--- config.mk ---
export PLATFORM = sky130hd
export DESIGN_NAME = ffba_ctrl
export DESIGN_NICKNAME = d
export VERILOG_FILES = /design/src/hw/rtl/ffba_pkg.sv /design/src/hw/rtl/ffba_ctrl.sv
export SDC_FILE = /design/constraint.sdc
export NUM_CORES = 1
export LEC_CHECK = 0
export ABC_AREA = 1
export BUFFER_PORTS_ARGS = -buffer_cell sky130_fd_sc_hd__buf_4
export CELL_PAD_IN_SITES_DETAIL_PLACEMENT = 0
export CELL_PAD_IN_SITES_GLOBAL_PLACEMENT = 1
export CORE_UTILIZATION = 23
export DETAILED_ROUTE_END_ITERATION = 12
export PLACE_DENSITY_LB_ADDON = 0.1
export SYNTH_ARGS = -nofsm -noshare
export SYNTH_HDL_FRONTEND = slang
export SYNTH_SLANG_ARGS = --single-unit
export TNS_END_PERCENT = 10
--- constraint.sdc ---
create_clock -name clk_i -period 1 [get_ports clk_i]
set_input_delay 0 -clock clk_i [delete_from_list [all_inputs] [get_ports clk_i]]
set_output_delay 0 -clock clk_i [all_outputs]
set_load 0.01 [all_outputs]
--- src/hw/rtl/ffba_pkg.sv ---
`timescale 1ns / 1ps
`default_nettype none
package ffba_pkg;
  localparam int unsigned PoolBytes = 1048576;
  localparam int unsigned MaxBlocks = 64;
  localparam int unsigned IdxW = $clog2(MaxBlocks);
  localparam int unsigned CntW = $clog2(MaxBlocks + 1);
  localparam int unsigned OffW = 20;
  localparam int unsigned LenW = 21;
  // rounded request size, one bit above length so large requests never wrap
  localparam int unsigned SizeW = LenW + 1;
  localparam int unsigned OwnW = 8;
  // packed table entry: owner, free mark, length, offset
  localparam int unsigned EntW = OwnW + 1 + LenW + OffW;

  localparam logic [1:0] FuncAlloc = 2'd0;
  localparam logic [1:0] FuncFree = 2'd1;
  localparam logic [1:0] FuncFreeOwn = 2'd2;

  localparam logic [2:0] StOk = 3'd0;
  localparam logic [2:0] StNoFit = 3'd1;
  localparam logic [2:0] StNotAlloc = 3'd2;
  localparam logic [2:0] StZero = 3'd3;
  localparam logic [2:0] StFull = 3'd4;

  typedef struct packed {
    logic [OwnW-1:0] owner;
    logic            is_free;
    logic [LenW-1:0] length;
    logic [OffW-1:0] offset;
  } entry_t;

  typedef enum logic [3:0] {
    S_IDLE, S_SRCH_RD, S_SRCH_CHK, S_SHIFT_RD, S_SHIFT_WR,
    S_SPLIT, S_MERGE_RD, S_MERGE_CHK, S_FLUSH, S_DONE
  } state_e;

  // controller -> datapath commands
  typedef struct packed {
    logic load;      // capture request, reset scan
    logic rd_scan;   // read entry at scan index
    logic rd_shift;  // read entry at shift index - 1
    logic chk;       // evaluate scan entry
    logic adv;       // advance scan index
    logic shift_wr;  // write shifted entry, step down
    logic split;     // write split pair
    logic merge_chk; // one merge step
    logic flush;     // write merge accumulator
    logic fail;      // set status from evaluation failure
  } cmd_t;

  // datapath -> controller status
  typedef struct packed {
    logic [1:0] func;
    logic       zero_req;
    logic       scan_end;  // scan index reached count
    logic       hit;       // entry matches request
    logic       need_split;
    logic       full;
    logic       shift_done;
    logic       owner_hit;
  } stat_t;
endpackage
`default_nettype wire

--- src/hw/rtl/ffba_ctrl.sv ---
`timescale 1ns / 1ps
`default_nettype none
module ffba_ctrl (
  input  wire logic           clk_i,
  input  wire logic           rst_ni,
  input  wire logic           in_valid_i,
  output logic                in_ready_o,
  output logic                out_valid_o,
  input  wire logic           out_ready_i,
  input  wire ffba_pkg::stat_t st_i,
  output ffba_pkg::cmd_t      cmd_o
);
  import ffba_pkg::*;

  state_e state_q, state_d;

  // next state
  always_comb begin
    state_d = state_q;
    case (state_q)
      S_IDLE: begin
        if (in_valid_i) state_d = S_SRCH_RD;
      end
      S_SRCH_RD: begin
        if (st_i.func == FuncAlloc && st_i.zero_req) state_d = S_DONE;
        else if (st_i.func == FuncAlloc || st_i.func == FuncFree) begin
          state_d = st_i.scan_end ? S_DONE : S_SRCH_CHK;
        end else if (st_i.func == FuncFreeOwn) begin
          state_d = st_i.scan_end ? S_MERGE_RD : S_SRCH_CHK;
        end else state_d = S_DONE;
      end
      S_SRCH_CHK: begin
        if (st_i.func == FuncFreeOwn) state_d = S_SRCH_RD;
        else if (!st_i.hit) state_d = S_SRCH_RD;
        else if (st_i.func == FuncFree) state_d = S_MERGE_RD;
        else if (!st_i.need_split) state_d = S_DONE;
        else if (st_i.full) state_d = S_DONE;
        else state_d = S_SHIFT_RD;
      end
      S_SHIFT_RD: state_d = st_i.shift_done ? S_SPLIT : S_SHIFT_WR;
      S_SHIFT_WR: state_d = S_SHIFT_RD;
      // allocated part still to be written back
      S_SPLIT:    state_d = S_FLUSH;
      S_MERGE_RD: state_d = st_i.scan_end ? S_FLUSH : S_MERGE_CHK;
      S_MERGE_CHK: state_d = S_MERGE_RD;
      S_FLUSH:    state_d = S_DONE;
      S_DONE: begin
        if (out_ready_i) state_d = S_IDLE;
      end
      default: state_d = S_IDLE;
    endcase
  end

  // outputs
  always_comb begin
    cmd_o = '0;
    in_ready_o = 1'b0;
    out_valid_o = 1'b0;
    case (state_q)
      S_IDLE: begin
        in_ready_o = 1'b1;
        cmd_o.load = in_valid_i;
      end
      S_SRCH_RD: begin
        cmd_o.rd_scan = 1'b1;
      end
      S_SRCH_CHK: begin
        cmd_o.chk = 1'b1;
        cmd_o.adv = st_i.func == FuncFreeOwn || !st_i.hit;
        cmd_o.fail = st_i.func == FuncAlloc && st_i.hit && st_i.need_split && st_i.full;
      end
      S_SHIFT_RD: cmd_o.rd_shift = 1'b1;
      S_SHIFT_WR: cmd_o.shift_wr = 1'b1;
      S_SPLIT:    cmd_o.split = 1'b1;
      S_MERGE_RD: cmd_o.rd_scan = 1'b1;
      S_MERGE_CHK: cmd_o.merge_chk = 1'b1;
      S_FLUSH:    cmd_o.flush = 1'b1;
      S_DONE:     out_valid_o = 1'b1;
      default: ;
    endcase
  end

  always_ff @(posedge clk_i or negedge rst_ni) begin
    if (!rst_ni) state_q <= S_IDLE;
    else state_q <= state_d;
  end
endmodule
`default_nettype wire

==> reports/metrics.yaml, run 1 <==
yosysMostFrequentCell: "inv_1"
critPathLaunchType: "flip-flop"
drtIter0Drc: 13
cts_buffer_depth: 2
clock_power_share_pct: 8.7
ys_ff_latch: 4
ir_drop_mv: 1.52
synth_ff_type: "dfrtp_1"
final_area_um2: 853
layout-drive-gt1-share_pct: 48.0
syn-cell-area_um2: 438
endpoint_kind: "output port"
clkTransAtPathRegs_ns: 0.04
clock_latency_ns: 0.23
p_per_area_nw_per_um2: 2680
core_area_um2: 1760
overflow: 0
clock.fmax_mhz: 734
dp_hpwl_um: 1110
finalCriticalPeriod_ns: 1.36
dieHeight_um: 45.6
placed_area_um2: 738
violations: "setup timing"
area_growth_syn_to_layout_pct: 94.9
ios: 25
synth_commonest_cells: "inv_1, nor2_1, nand2_1"
setup_viol: 16
wire_per_inst_um: 9.32
synth.distinct_cells: 14
syn_inst: 78
ys_seq_area_share_pct: 22.9
grt_usage_pct: 15.6
fin_ws_ns: -0.363
rsz0062_at_grt: "true"
worst-path-max-fanout: 5
core.rowCount: 15
seq_area_um2: 101
first_global_vias: 546
drv_slew: 0
die_width_um: 45.6
vias_per_cell: 4.18
synth_top_area_share_pct: 22.9
vias: 619
cts_tree: "built"
hold_viol: 0
post-route-period-util_pct: 136
die_area_um2: 2080
p_leak_nw: 0.471
p_seq_share_pct: 15.2
ant_nets: 0
first_pass_iters: 4
final_core_util_pct: 48.4
status: "finished, violations left"
skew_ns: 0.00152
synthArstFlopShare_pct: 100
top_register: "state_q"
io_buffers: 23
pwr-share-comb_pct: 76.1
multi_input_area_um2: 302
fill_cells: 196
gp_congestion: 0.722
htreeDepth: 1
hold_class: "in2reg"
cts_root_buf: "clkbuf_4"
synth_edf_count: 0
pre_cts_ws_ns: -0.189
start_util_pct: 24.8
avgSynthCellArea_um2: 5.61
numCtsBuffers: 3
drc: 0
synthTopCellsByArea: "dfrtp_1, inv_1, nor2_1"
wl_um: 1380
worst-setup-path-type: "reg2out"
antenna_found_initial: 0
cp_data_arrival_time_ns: 1.36
grt_start_max_net_pins: 7
numClockSinks: 4
power_switching_mw: 1.02
n_antenna_cell: 0
largest_reg_flops: 4
p_int_mw: 1.27
switching_share_pct: 44.5
cap_viol_max_count: 0
finalNetCount: 138
maxSlewHeadroom_pct: 82.6
reg_top3: "state_q x4"
required_ns: 1.00
worstMarginPinSlew_ns: 0.258
yosysTopAreaCell: "dfrtp_1"
ys_warn_count: 0
r2r_setup_slack_ns: -0.23
grt_pass1_wl_um: 2320
syn_nets: 91
what timing repair did:
action,4_1_cts,5_1_grt
pin swaps,3,4
endpoints found under the hold margin,4,0
resized for setup,3,9
setup buffers,4,3
gates cloned,0,0
hold buffers,1,0
setup endpoints to repair,16,16
critical path, stage by stage (launching register included):
cell	delay, ns
dfrtp_2	0.43
inv_2	0.10
nand2_4	0.06
nor3_4	0.22
buf_4	0.15
buf_6	0.08
buf_6	0.08
path summary, 6_finish.rpt:
kind	from	to	cells past startpoint
setup / recovery	state_q[3]$_DFFE_PN0P_	cmd_o[6]	6
hold / removal	st_i[5]	state_q[2]$_DFFE_PN0P_	3
setup reg to reg	state_q[0]$_DFFE_PN0P_	state_q[0]$_DFFE_PN0P_	8
hold reg to reg	state_q[3]$_DFFE_PN0P_	state_q[3]$_DFFE_PN0P_	4
max in group asynchronous	rst_ni	state_q[3]$_DFFE_PN0P_	2
min in group asynchronous	rst_ni	state_q[2]$_DFFE_PN0P_	2
logic make-up after synthesis:
logic type	count (synthesis)	synth area share, %
AOI/OAI and AO/OA	8	9.43
and+or+nand+nor	48	52.3
buffers and inverters	18	15.4
DFF	4	22.9
cells in the final DEF (no fill, tap or decap):
| cell type | n |
|---|---|
| buf_4 | 38 |
| nand4_1 | 3 |
| dlygate4sd3_1 | 1 |
| nor3_4 | 1 |
| clkbuf_4 | 3 |
| dfrtp_2 | 1 |
| buf_6 | 3 |
| inv_2 | 5 |
| nor2_1 | 12 |
| inv_1 | 13 |
| nor3_2 | 2 |
| dfrtp_1 | 3 |
| a31oi_1 | 1 |
| nand2_2 | 1 |
| nor3_1 | 1 |
| o21ai_0 | 5 |
| nor2_4 | 1 |
| nand2_1 | 12 |
| nand3_1 | 8 |
| nand2_4 | 1 |
| nor2_2 | 3 |
| nand3b_1 | 3 |
| o21ai_1 | 2 |
layer usage:
layer / wire length (µm) / track usage (%)
met2: 652 / 24.0
met5: 0 / 0
met4: 0 / 3.64
met3: 59 / 5.16
met1: 668 / 20.8
stage by stage:
| step | power [mW] | hold slack [ns] | std cells | setup TNS [ns] |
|---|---|---|---|---|
| 2_1_floorplan | 1.08 | -0.296 | 78 | -0.381 |
| 5_1_grt | 2.50 | 0.0761 | 148 | -5.72 |
| 6_report | 2.29 | 0.0569 | 148 | -4.37 |
| 4_1_cts | 2.12 | 0.0667 | 145 | -4.40 |
| 3_3_place_gp | 1.79 | -0.203 | 137 | -1.56 |
| 3_5_place_dp | 1.77 | -0.202 | 137 | -1.05 |
power by group through the flow:
stage / registers, mW / clock network, mW / logic [mW]
2_1_floorplan: 0.355 / 0 / 0.727
3_3_place_gp: 0.358 / 0 / 1.43
3_5_place_dp: 0.354 / 0 / 1.42
4_1_cts: 0.345 / 0.202 / 1.58
5_1_grt: 0.358 / 0.215 / 1.93
6_report: 0.347 / 0.199 / 1.74
area by class of cell:
cell class	instances	area share, %
Timing Repair Buffer	42	38.6
Multi-Input combinational cell	56	35.3
Sequential cell	4	11.9
Inverter	18	7.92
Tap cell	25	3.67
Clock buffer	3	2.64
No activity file was read; power rests on OpenSTA's default activity.
==> run 2: changes to the inputs <==
--- a/config.mk
+++ b/config.mk
@@ -6,12 +6,13 @@
 export NUM_CORES = 1
 export LEC_CHECK = 0
 export ABC_AREA = 1
-export BUFFER_PORTS_ARGS = -buffer_cell sky130_fd_sc_hd__buf_4
 export CELL_PAD_IN_SITES_DETAIL_PLACEMENT = 0
 export CELL_PAD_IN_SITES_GLOBAL_PLACEMENT = 1
-export CORE_UTILIZATION = 23
+export CORE_UTILIZATION = 32
 export DETAILED_ROUTE_END_ITERATION = 12
+export DONT_BUFFER_PORTS = 1
 export PLACE_DENSITY_LB_ADDON = 0.1
+export RECOVER_POWER = 25
 export SYNTH_ARGS = -nofsm -noshare
 export SYNTH_HDL_FRONTEND = slang
 export SYNTH_SLANG_ARGS = --single-unit
==> run 2 against run 1 <==
The run still ends with setup timing left. Die area down 27%. Hold slack worse by 0.022 ns. Combinational power fell by 13%. Core utilization up 15 points. Critical path depth did not move. Sequential power increased by 12%. Sequential cell count did not move. Non-clock buffer count shrank 17. Power fell by 8.0%. Fmax up 8.2%. Routed wire length is 8.3% lower. First-iteration DRC count decreased by 54%. Critical endpoint is now cmd_o[4]. Largest cell class is now multi-input combinational cells. Highest routed layer unchanged.
==> reports/metrics.yaml, run 2 (synthesized netlist as in run 1, its figures left out) <==
worst-setup-path-type: "reg2out"
clkTransAtPathRegs_ns: 0.04
numClockSinks: 4
dp_hpwl_um: 995
area_growth_syn_to_layout_pct: 71.1
top_register: "state_q"
mostFrequentLayoutCell: "buf_4"
overflow: 0
drv_slew: 0
grt_start_max_net_pins: 7
fill_cells: 122
dieHeight_um: 39.0
post-route-period-util_pct: 126
pre_cts_ws_ns: -0.203
p_leak_nw: 0.383
htreeDepth: 1
numCtsBuffers: 3
fin_ws_ns: -0.260
gp_congestion: 0.706
reg_top3: "state_q x4"
multi_input_area_um2: 328
clock_latency_ns: 0.23
first_global_vias: 526
tns_ns: -3.26
ir_drop_mv: 1.66
drc: 0
cts_tree: "built"
vias: 591
required_ns: 1.00
maxSlewHeadroom_pct: 79.1
vias_per_cell: 4.93
die_area_um2: 1520
grt_usage_pct: 20.6
violations: "setup timing"
die_width_um: 39.0
setup_viol: 16
worstPathCellList: "inv_2 -> buf_6 -> nor2_4 -> inv_2 -> nor3_4 -> buf_6"
ant_nets: 0
ios: 25
worst-path-max-fanout: 4
layout-drive-gt1-share_pct: 41.5
hold_class: "in2async"
io_buffers: 0
skew_ns: 0.00529
start_util_pct: 36.9
critPathLaunchType: "flip-flop"
seq_area_um2: 103
cts_buffer_depth: 2
mostFrequentLayoutCells: "buf_4, inv_1, nand2_1, nor2_1, nand3_1"
largest_reg_flops: 4
core.rowCount: 12
endpoint_kind: "output port"
hold_viol: 0
slowest_delay_ns: 0.38
grt_pass1_wl_um: 2130
drtIter0Drc: 6
wl_um: 1270
clock.fmax_mhz: 794
p_per_area_nw_per_um2: 2810
rsz0062_at_grt: "true"
n_antenna_cell: 0
first_pass_iters: 4
core_area_um2: 1190
status: "finished, violations left"
final_core_util_pct: 63.2
finalNetCount: 121
finalCriticalPeriod_ns: 1.26
cts_root_buf: "clkbuf_4"
wire_per_inst_um: 10.5
antenna_found_initial: 0
worstMarginPinSlew_ns: 0.310
hold_ws_ns: 0.0351
cp_slowest_cell: "dfrtp_1"
cap_viol_max_count: 0
cp_data_arrival_time_ns: 1.26
[run 2: cell count changes in the layout (fill, tap and decap cells not counted), sizes merged]
| cell | before | now |
|---|---|---|
| buf | 41 | 20 |
| dlygate4sd3 | 1 | 5 |
[run 2: cell type report]
| cell class | count | share of cell area, % |
|---|---|---|
| Multi-Input combinational cell | 56 | 43.7 |
| Clock buffer | 3 | 3.01 |
| Tap cell | 14 | 2.34 |
| Inverter | 18 | 9.02 |
| Timing Repair Buffer | 25 | 28.2 |
| Sequential cell | 4 | 13.7 |
[run 2: worst max-delay path, delay by kind of cell, from the launching register on]
kind	cells	cell delay, ns
DFF	1	0.38
buffers and inverters	4	0.40
and+or+nand+nor	2	0.25
[run 2: what timing repair did]
| action | CTS | global route |
|---|---|---|
| hold endpoints to repair | 6 | 0 |
| resized for setup | 15 | 7 |
| pin swaps | 4 | 2 |
| hold buffers | 5 | 0 |
| buffers inserted | 3 | 0 |
| endpoints found under the setup margin | 16 | 16 |
[run 2: stage by stage]
step                      power (mW)  area (µm²)  cells
final                           2.10         749    120
after global routing            2.30         749    120
after CTS                       2.03         726    120
after detailed placement        1.64         597    109
after global placement          1.64         597    109
after floorplan                 1.08         452     78
[run 2: worst paths after layout]
kind                                             start                      to  slack, ns  cells past startpoint
worst max-delay path            state_q[2]$_DFFE_PN0P_                cmd_o[4]      -0.26                      6
worst min-delay path                            rst_ni  state_q[1]$_DFFE_PN0P_       0.04                      1
worst max register to register  state_q[2]$_DFFE_PN0P_  state_q[2]$_DFFE_PN0P_      -0.22                      6
worst min register to register  state_q[2]$_DFFE_PN0P_  state_q[0]$_DFFE_PN0P_       0.80                      6
max in group asynchronous                       rst_ni  state_q[3]$_DFFE_PN0P_       0.78                      1
min in group clk_i                             st_i[2]  state_q[1]$_DFFE_PN0P_       0.05                      3
[run 2: where the power goes]
part           switching, mW  internal (mW)  leakage (nW)  total [mW]
clock network         0.0616          0.134        0.0138       0.195
registers              0.135          0.253        0.0490       0.388
logic                  0.808          0.711         0.320        1.52
total                   1.00           1.10         0.383        2.10
[run 2: metal layers]
metal	vias to the layer above	track usage (%)	part of all wire, %
met1	262	28.6	49
met2	21	32.1	44
li1	308	-	-
met5	-	0	0
met3	0	4.05	6.6
met4	0	5.17	0
